$ cat config.mk
export PLATFORM = sky130hd
export DESIGN_NAME = ffea_ctrl
export DESIGN_NICKNAME = d
export VERILOG_FILES = /design/src/hdl/ffea_pkg.sv /design/src/hdl/ffea_ctrl.sv
export SDC_FILE = /design/constraint.sdc
export NUM_CORES = 1
export LEC_CHECK = 0
export BUFFER_PORTS_ARGS = -buffer_cell sky130_fd_sc_hd__buf_2
export CAP_MARGIN = 40
export CORE_UTILIZATION = 49
export DETAILED_ROUTE_END_ITERATION = 6
export PLACE_DENSITY = 0.78
export SYNTH_ARGS = -nofsm -noshare
export SYNTH_HDL_FRONTEND = slang
export SYNTH_SLANG_ARGS = --single-unit
$ cat constraint.sdc
create_clock -name clk_i -period 3.6 [get_ports clk_i]
set_clock_uncertainty 0.1 [all_clocks]
set_input_delay 1.08 -clock clk_i [delete_from_list [all_inputs] [get_ports clk_i]]
set_output_delay 1.08 -clock clk_i [all_outputs]
set_load 0.01 [all_outputs]
$ cat src/hdl/ffea_pkg.sv
// Shared types and constants of the first-fit extent allocator.
// Used by ffea_ctrl, ffea_dpath and the top level; depends on nothing.
`default_nettype none
package ffea_pkg;

  localparam int unsigned STATUS_W = 3;
  localparam int unsigned ENTRY_W  = 64;  // {base, size}

  localparam logic [STATUS_W-1:0] ST_OK      = 3'd0;
  localparam logic [STATUS_W-1:0] ST_ZERO    = 3'd1;
  localparam logic [STATUS_W-1:0] ST_NOFIT   = 3'd2;
  localparam logic [STATUS_W-1:0] ST_RANGE   = 3'd3;
  localparam logic [STATUS_W-1:0] ST_OVERLAP = 3'd4;
  localparam logic [STATUS_W-1:0] ST_FULL    = 3'd5;

  localparam logic CFG_REGION_START  = 1'b0;
  localparam logic CFG_REGION_LENGTH = 1'b1;

  typedef enum logic [1:0] {RD_NONE, RD_IDX, RD_NEXT, RD_PREV} rd_sel_e;

  typedef enum logic [2:0] {
    WR_NONE, WR_INIT, WR_SPLIT, WR_COPY, WR_JOIN_PREV, WR_JOIN_NEXT, WR_NEW
  } wr_sel_e;

  typedef enum logic [2:0] {IDX_HOLD, IDX_INC, IDX_DEC, IDX_LOAD_CNT} idx_op_e;
  typedef enum logic [1:0] {CNT_HOLD, CNT_INC, CNT_DEC} cnt_op_e;
  typedef enum logic [1:0] {FREE_HOLD, FREE_ADD, FREE_SUB} free_op_e;

  typedef struct packed {
    logic                init;
    logic                load;
    rd_sel_e             rd;
    wr_sel_e             wr;
    idx_op_e             idx;
    cnt_op_e             cnt;
    free_op_e            fr;
    logic                save_prev;
    logic                save_ins;
    logic                set_addr;
    logic                set_status;
    logic [STATUS_W-1:0] status_code;
  } cmd_t;

  typedef struct packed {
    logic mode;
    logic zero;
    logic range_bad;
    logic idx_lt_cnt;
    logic idx1_lt_cnt;
    logic idx_gt_ins;
    logic fit_eq;
    logic fit_gt;
    logic base_lt_blk;
    logic overlap;
    logic join_prev;
    logic join_next;
    logic full;
  } sts_t;

endpackage
`default_nettype wire

$ cat src/hdl/ffea_ctrl.sv
// Controller state machine: sequences the table scans and entry shifts.
// Depends on ffea_pkg.
`default_nettype none
module ffea_ctrl import ffea_pkg::*; (
  input  wire logic clk_i,
  input  wire logic rst_ni,
  input  wire logic start,
  input  wire logic cfg_we_i,
  input  wire sts_t sts_i,
  output cmd_t      cmd_o,
  output logic      busy,
  output logic      done_o
);
  typedef enum logic [12:0] {
    S_INIT   = 13'h0001, S_IDLE  = 13'h0002, S_CHECK = 13'h0004,
    S_A_RD   = 13'h0008, S_A_CK  = 13'h0010, S_R_RD  = 13'h0020,
    S_R_WR   = 13'h0040, S_F_RD  = 13'h0080, S_F_CK  = 13'h0100,
    S_F_DEC  = 13'h0200, S_I_RD  = 13'h0400, S_I_WR  = 13'h0800,
    S_FINISH = 13'h1000
  } state_e;

  state_e state_q, state_d;

  always_comb begin
    state_d = state_q;
    cmd_o   = '{init: 1'b0, load: 1'b0, rd: RD_NONE, wr: WR_NONE, idx: IDX_HOLD,
                cnt: CNT_HOLD, fr: FREE_HOLD, save_prev: 1'b0, save_ins: 1'b0,
                set_addr: 1'b0, set_status: 1'b0, status_code: ST_OK};
    unique case (state_q)
      S_INIT: begin
        cmd_o.init = 1'b1;
        cmd_o.wr   = WR_INIT;
        state_d    = S_IDLE;
      end
      S_IDLE: begin
        priority if (cfg_we_i) begin
          state_d = S_INIT;
        end else if (start) begin
          cmd_o.load = 1'b1;
          state_d    = S_CHECK;
        end
      end
      S_CHECK: begin
        priority if (sts_i.zero) begin
          cmd_o.set_status = 1'b1;  cmd_o.status_code = ST_ZERO;
          state_d = S_FINISH;
        end else if (!sts_i.mode) begin
          state_d = S_A_RD;
        end else if (sts_i.range_bad) begin
          cmd_o.set_status = 1'b1;  cmd_o.status_code = ST_RANGE;
          state_d = S_FINISH;
        end else begin
          state_d = S_F_RD;
        end
      end
      S_A_RD: begin
        if (sts_i.idx_lt_cnt) begin
          cmd_o.rd = RD_IDX;
          state_d  = S_A_CK;
        end else begin
          cmd_o.set_status = 1'b1;  cmd_o.status_code = ST_NOFIT;
          state_d = S_FINISH;
        end
      end
      S_A_CK: begin
        priority if (sts_i.fit_eq) begin
          cmd_o.set_addr = 1'b1;
          cmd_o.fr       = FREE_SUB;
          state_d        = S_R_RD;
        end else if (sts_i.fit_gt) begin
          cmd_o.set_addr   = 1'b1;
          cmd_o.wr         = WR_SPLIT;
          cmd_o.fr         = FREE_SUB;
          cmd_o.set_status = 1'b1;
          state_d          = S_FINISH;
        end else begin
          cmd_o.idx = IDX_INC;
          state_d   = S_A_RD;
        end
      end
      S_R_RD: begin
        if (sts_i.idx1_lt_cnt) begin
          cmd_o.rd = RD_NEXT;
          state_d  = S_R_WR;
        end else begin
          cmd_o.cnt        = CNT_DEC;
          cmd_o.set_status = 1'b1;
          state_d          = S_FINISH;
        end
      end
      S_R_WR: begin
        cmd_o.wr  = WR_COPY;
        cmd_o.idx = IDX_INC;
        state_d   = S_R_RD;
      end
      S_F_RD: begin
        if (sts_i.idx_lt_cnt) begin
          cmd_o.rd = RD_IDX;
          state_d  = S_F_CK;
        end else begin
          state_d = S_F_DEC;
        end
      end
      S_F_CK: begin
        if (sts_i.base_lt_blk) begin
          cmd_o.save_prev = 1'b1;
          cmd_o.idx       = IDX_INC;
          state_d         = S_F_RD;
        end else begin
          state_d = S_F_DEC;
        end
      end
      S_F_DEC: begin
        priority if (sts_i.overlap) begin
          cmd_o.set_status = 1'b1;  cmd_o.status_code = ST_OVERLAP;
          state_d = S_FINISH;
        end else if (sts_i.join_prev) begin
          cmd_o.wr = WR_JOIN_PREV;
          cmd_o.fr = FREE_ADD;
          if (sts_i.join_next) begin
            state_d = S_R_RD;
          end else begin
            cmd_o.set_status = 1'b1;
            state_d          = S_FINISH;
          end
        end else if (sts_i.join_next) begin
          cmd_o.wr         = WR_JOIN_NEXT;
          cmd_o.fr         = FREE_ADD;
          cmd_o.set_status = 1'b1;
          state_d          = S_FINISH;
        end else if (sts_i.full) begin
          cmd_o.set_status = 1'b1;  cmd_o.status_code = ST_FULL;
          state_d = S_FINISH;
        end else begin
          cmd_o.save_ins = 1'b1;
          cmd_o.idx      = IDX_LOAD_CNT;
          cmd_o.fr       = FREE_ADD;
          state_d        = S_I_RD;
        end
      end
      S_I_RD: begin
        if (sts_i.idx_gt_ins) begin
          cmd_o.rd = RD_PREV;
          state_d  = S_I_WR;
        end else begin
          cmd_o.wr         = WR_NEW;
          cmd_o.cnt        = CNT_INC;
          cmd_o.set_status = 1'b1;
          state_d          = S_FINISH;
        end
      end
      S_I_WR: begin
        cmd_o.wr  = WR_COPY;
        cmd_o.idx = IDX_DEC;
        state_d   = S_I_RD;
      end
      S_FINISH: state_d = S_IDLE;
      default:  state_d = S_INIT;
    endcase
  end

  always_ff @(posedge clk_i or negedge rst_ni) begin
    if (!rst_ni) begin
      state_q <= S_INIT;
    end else begin
      state_q <= state_d;
    end
  end

  assign busy   = (state_q != S_IDLE);
  assign done_o = (state_q == S_FINISH);
endmodule
`default_nettype wire

# Word-level counts from Yosys, hierarchy flattened
# Index checks and enable logic that the tools add are counted.
# W data, S select, Z words.
classes:
  n_eq_ne: 15
  reduce_logical: 3
  mux: 75
op_table:
  columns: ["cell", "count"]
  rows:
  - ["$mux W13", 15]
  - ["$pmux W13 S12", 1]
  - ["$pmux W3 S5", 2]
  - ["$mux W1", 27]
  - ["$mux W4", 6]
  - ["$mux W10", 2]
  - ["$mux W2", 10]
  - ["$mux W3", 5]
  - ["$eq A13 B1 Y1 const B", 1]
  - ["$eq A13 B10 Y1 const B", 1]
  - ["$eq A13 B11 Y1 const B", 1]
  - ["$eq A13 B12 Y1 const B", 1]
  - ["$eq A13 B13 Y1 const B", 1]
  - ["$eq A13 B2 Y1 const B", 1]
  - ["$eq A13 B3 Y1 const B", 1]
  - ["$eq A13 B4 Y1 const B", 1]
  - ["$eq A13 B5 Y1 const B", 1]
  - ["$eq A13 B6 Y1 const B", 1]
  - ["$eq A13 B7 Y1 const B", 1]
  - ["$eq A13 B8 Y1 const B", 1]
  - ["$eq A13 B9 Y1 const B", 1]
  - ["$ne A13 B2 Y1 const B", 1]
  - ["$pmux W3 S3", 1]
  - ["$pmux W2 S2", 2]
  - ["6 further kinds", 8]
totals:
  elab_cells: 94
  output_inout_bits: 23
  ff_bits: 13
  in_bits: 17

# Depth between registers and ports, before layout
logic_depth:
  depth_word: 5
  depth_mapped: 6

# Worst setup path after synthesis
# No wires, ideal clock.
synth_path:
  kind: "input -> output"
  startpoint: "input port sts_i[11] in the netlist's numbering"
  endpoint: "output port cmd_o[1] in the netlist's numbering"
  stages: 2
  path_slack_ns: 0.580
  n_path_buf: 0
  arrival_time_ns: 1.840
  required_ns: 2.420
  cell_sequence: "or4_4 o21ai_1"
synth_lines:
  columns: ["element", "line_no", "text"]
  rows:
  - ["start, declared", "ffea_ctrl.sv:9", "input wire sts_t sts_i,"]
  - ["end, declared", "ffea_ctrl.sv:10", "output cmd_t cmd_o,"]

==> run_results.csv <==
group,metric,value,unit
outcome,outcome,"finished, final reports clean",
global_routing,antenna_found_initial,0,
synth,synth_warnings,0,
clocking,root_buffer,"clkbuf_4",
synth,synth_xor_area_share,3.14,%
worst_setup_path,worstPathRequired,2420,ps
synth,netlist_instances,139,
synth,syn_area_per_cell,8.04,µm²
synth,synth-edff-count,0,
final_layout,area_delta_synth_final,19.1,%
detailed_routing,vias,1214,
synth,synth_nets,156,
final_layout,fillerInstances,202,
worst_setup_path,end_kind,"primary output",
final_layout,antenna_cells,0,
sta,setup_viol,0,
sta,period_share,96.1,%
detailed_routing,drc,0,
synth,synth_top_family_by_area,"simple AND/OR/NAND/NOR gates",
detailed_routing,dr.pass1.iters,4,
die,io_pins,40,
worst_setup_path,crit_arrival,2280,ps
global_routing,grt_pass1_vias,1116,
clocking,insertion_delay,290,ps
final_layout,top_regs,"state_q (13)",
worst_setup_path,path_max_fanout,7,
synth,mappedNetlistArea,1120,µm²
worst_setup_path,critical_path_class,"reg -> out",
clocking,cts_tree,"done",
sta,final-max-slew-violation-count,0,
final_layout,largest-register,"state_q",
placement,dp_hpwl,2.35,mm
clocking,clock_path_buffers,2,
die,die_y,49.8,µm
global_routing,grtUsageTotal,25.7,%
sta,fmax,289,MHz
detailed_routing,drtIter0Drc,72,
placement,gp_congestion,0.830,
synth,seq_area_frac_synth,29.2,%
worst_setup_path,r2r_start,"state_q[6]",
die,start_util,54.7,%
power,powerDensity,353,nW/µm²
synth,async_flop_share,100,%
worst_setup_path,critPathLaunch,"state_q[1]",
final_layout,largest_reg_flops,13,
die,die_w,49.8,µm
power,leakage,0.709,nW
die,placementRows,16,
hold_path,hold_path_class,"in -> async",
clocking,cts_buffers,3,
clocking,postCtsSetupBuffers,0,
sta,layout_min_cycle_time,3460,ps
placement,port_buffers,38,
final_layout,nets,192,
synth,synth_compound_area_share,16.1,%
detailed_routing,routedWlPerCell,15.0,µm
clocking,post_cts_resized,0,
worst_setup_path,r2r_cells,4,
clocking,ctsHoldBuffers,0,
final_layout,drive_gt1_share,32.8,%
job,maxCapViolations,0,
die,coreArea,2040,µm²
clocking,cts.htree.levels,1,
worst_setup_path,critPathLaunchType,"flip-flop",
synth,synthAdderAreaFrac,0,%
synth,synthDistinctLibCells,44,
power,ir_drop,0.262,mV
global_routing,grt_max_degree,14,
detailed_routing,viasPerCell,6.04,
synth,synth-seq-cells,13,
power,finalPower,0.469,mW
detailed_routing,totalWireLength,3.02,mm
global_routing,grt_overflow,0,
synth,synthMuxAreaShare,0,%
die,die_area,2480,µm²
global_routing,grt_pass1_wl,4.77,mm
detailed_routing,ant_nets,0,
sta,rsz0062_at_grt,"false",
sta,finalHoldViolCount,0,
clocking,numClockSinks,13,
sta,fin_tns_setup,0,ps
synth,synth_flop_cell,"dfrtp_1",
synth,yosys.area_share.simple,43.8,%
clocking,clk_pin_slew,100,ps
## where the power goes
group	switching (mW)	internal, mW
clock	0.0564	0.0413
combinational	0.118	0.0751
sequential	0.0151	0.164
## final cells by class
cell class | instances | area, µm² | area share, %
Multi-Input combinational cell | 109 | 708 | 53.2
Timing Repair Buffer | 40 | 205 | 15.4
Clock buffer | 3 | 22.5 | 1.69
Sequential cell | 13 | 327 | 24.5
Clock inverter | 1 | 5.00 | 0.376
Inverter | 8 | 30.0 | 2.26
Tap cell | 27 | 33.8 | 2.54
## placed cells by master (no fill, tap or decap), drive strengths merged, types with 3 or more instances in the layout
cell type	instances
buf	40
nand2	15
dfrtp	12
nor2	11
nor3	9
inv	8
o21ai	8
nand2b	7
nor4	7
a21oi	6
nor4b	5
nand4b	4
nor3b	4
or3	3
clkbuf	3
or4	3
## routing by layer
| metal | global-route usage, % | up-vias | wire length [µm] |
|---|---|---|---|
| li1 | - | 583 | - |
| met2 | 41.2 | 68 | 1380 |
| met4 | 11.9 | 0 | 72 |
| met1 | 31.1 | 552 | 1290 |
| met5 | 0 | - | 0 |
| met3 | 8.02 | 11 | 278 |
## cells by family (layout without fill, tap and decap cells)
logic type | Yosys count | in the layout
buf+inv | 17 | 52
other cells | 1 | 1
flops | 13 | 13
xor+xnor | 4 | 4
compound gates | 26 | 26
simple gates | 78 | 78
## path summary, 6_finish.rpt
check / endpoint / slack (ps)
worst min-delay path: state_q[1] / 560
max in group asynchronous: state_q[0] / 2560
worst max register to register: state_q[3] / 1590
worst min register to register: state_q[1] / 580
min in group clk_i: state_q[1] / 580
worst max-delay path: cmd_o[3] / 140
## cells in the mapped netlist, types with 2 or more instances
| cell | instances | area [µm²] |
|---|---|---|
| a21oi_1 | 6 | 30.0 |
| o22ai_1 | 2 | 12.5 |
| inv_1 | 8 | 30.0 |
| or3_1 | 3 | 18.8 |
| nor3_1 | 7 | 35.0 |
| nand4b_1 | 4 | 35.0 |
| nor3b_1 | 4 | 30.0 |
| nor2_1 | 11 | 41.3 |
| nor3_2 | 2 | 20.0 |
| nor2b_1 | 2 | 12.5 |
| buf_4 | 2 | 15.0 |
| buf_2 | 3 | 15.0 |
| nor4_1 | 6 | 37.5 |
| a41o_2 | 2 | 22.5 |
| clkbuf_1 | 3 | 11.3 |
| nand4_1 | 2 | 12.5 |
| nand2_1 | 15 | 56.3 |
| a211o_1 | 2 | 17.5 |
| nor4b_1 | 5 | 43.8 |
| nand2b_1 | 7 | 43.8 |
| dfrtp_1 | 12 | 300 |
| xor2_1 | 2 | 17.5 |
| xnor2_1 | 2 | 17.5 |
| or4_4 | 2 | 22.5 |
| o21ai_0 | 6 | 30.0 |
## metrics by stage
step | util, % | setup slack (ps) | instance area, µm² | hold WS, ps | instances
after floorplan | - | 580 | 1120 | 505 | 139
after global placement | 63.8 | 411 | 1300 | 557 | 197
after detailed placement | 63.8 | 403 | 1300 | 559 | 197
after CTS | 65.2 | 163 | 1330 | 572 | 201
after global routing | 65.2 | 45.5 | 1330 | 570 | 201
final | 65.2 | 142 | 1330 | 558 | 201
## worst max-delay path: stages, from the launching register on
cell and delay (ps):
dfrtp_1 410, or2_1 310, or3_1 480, nor3_2 320
a31oi_1 190, nand4b_1 130, buf_2 140
(Power assumes the default switching activity.)
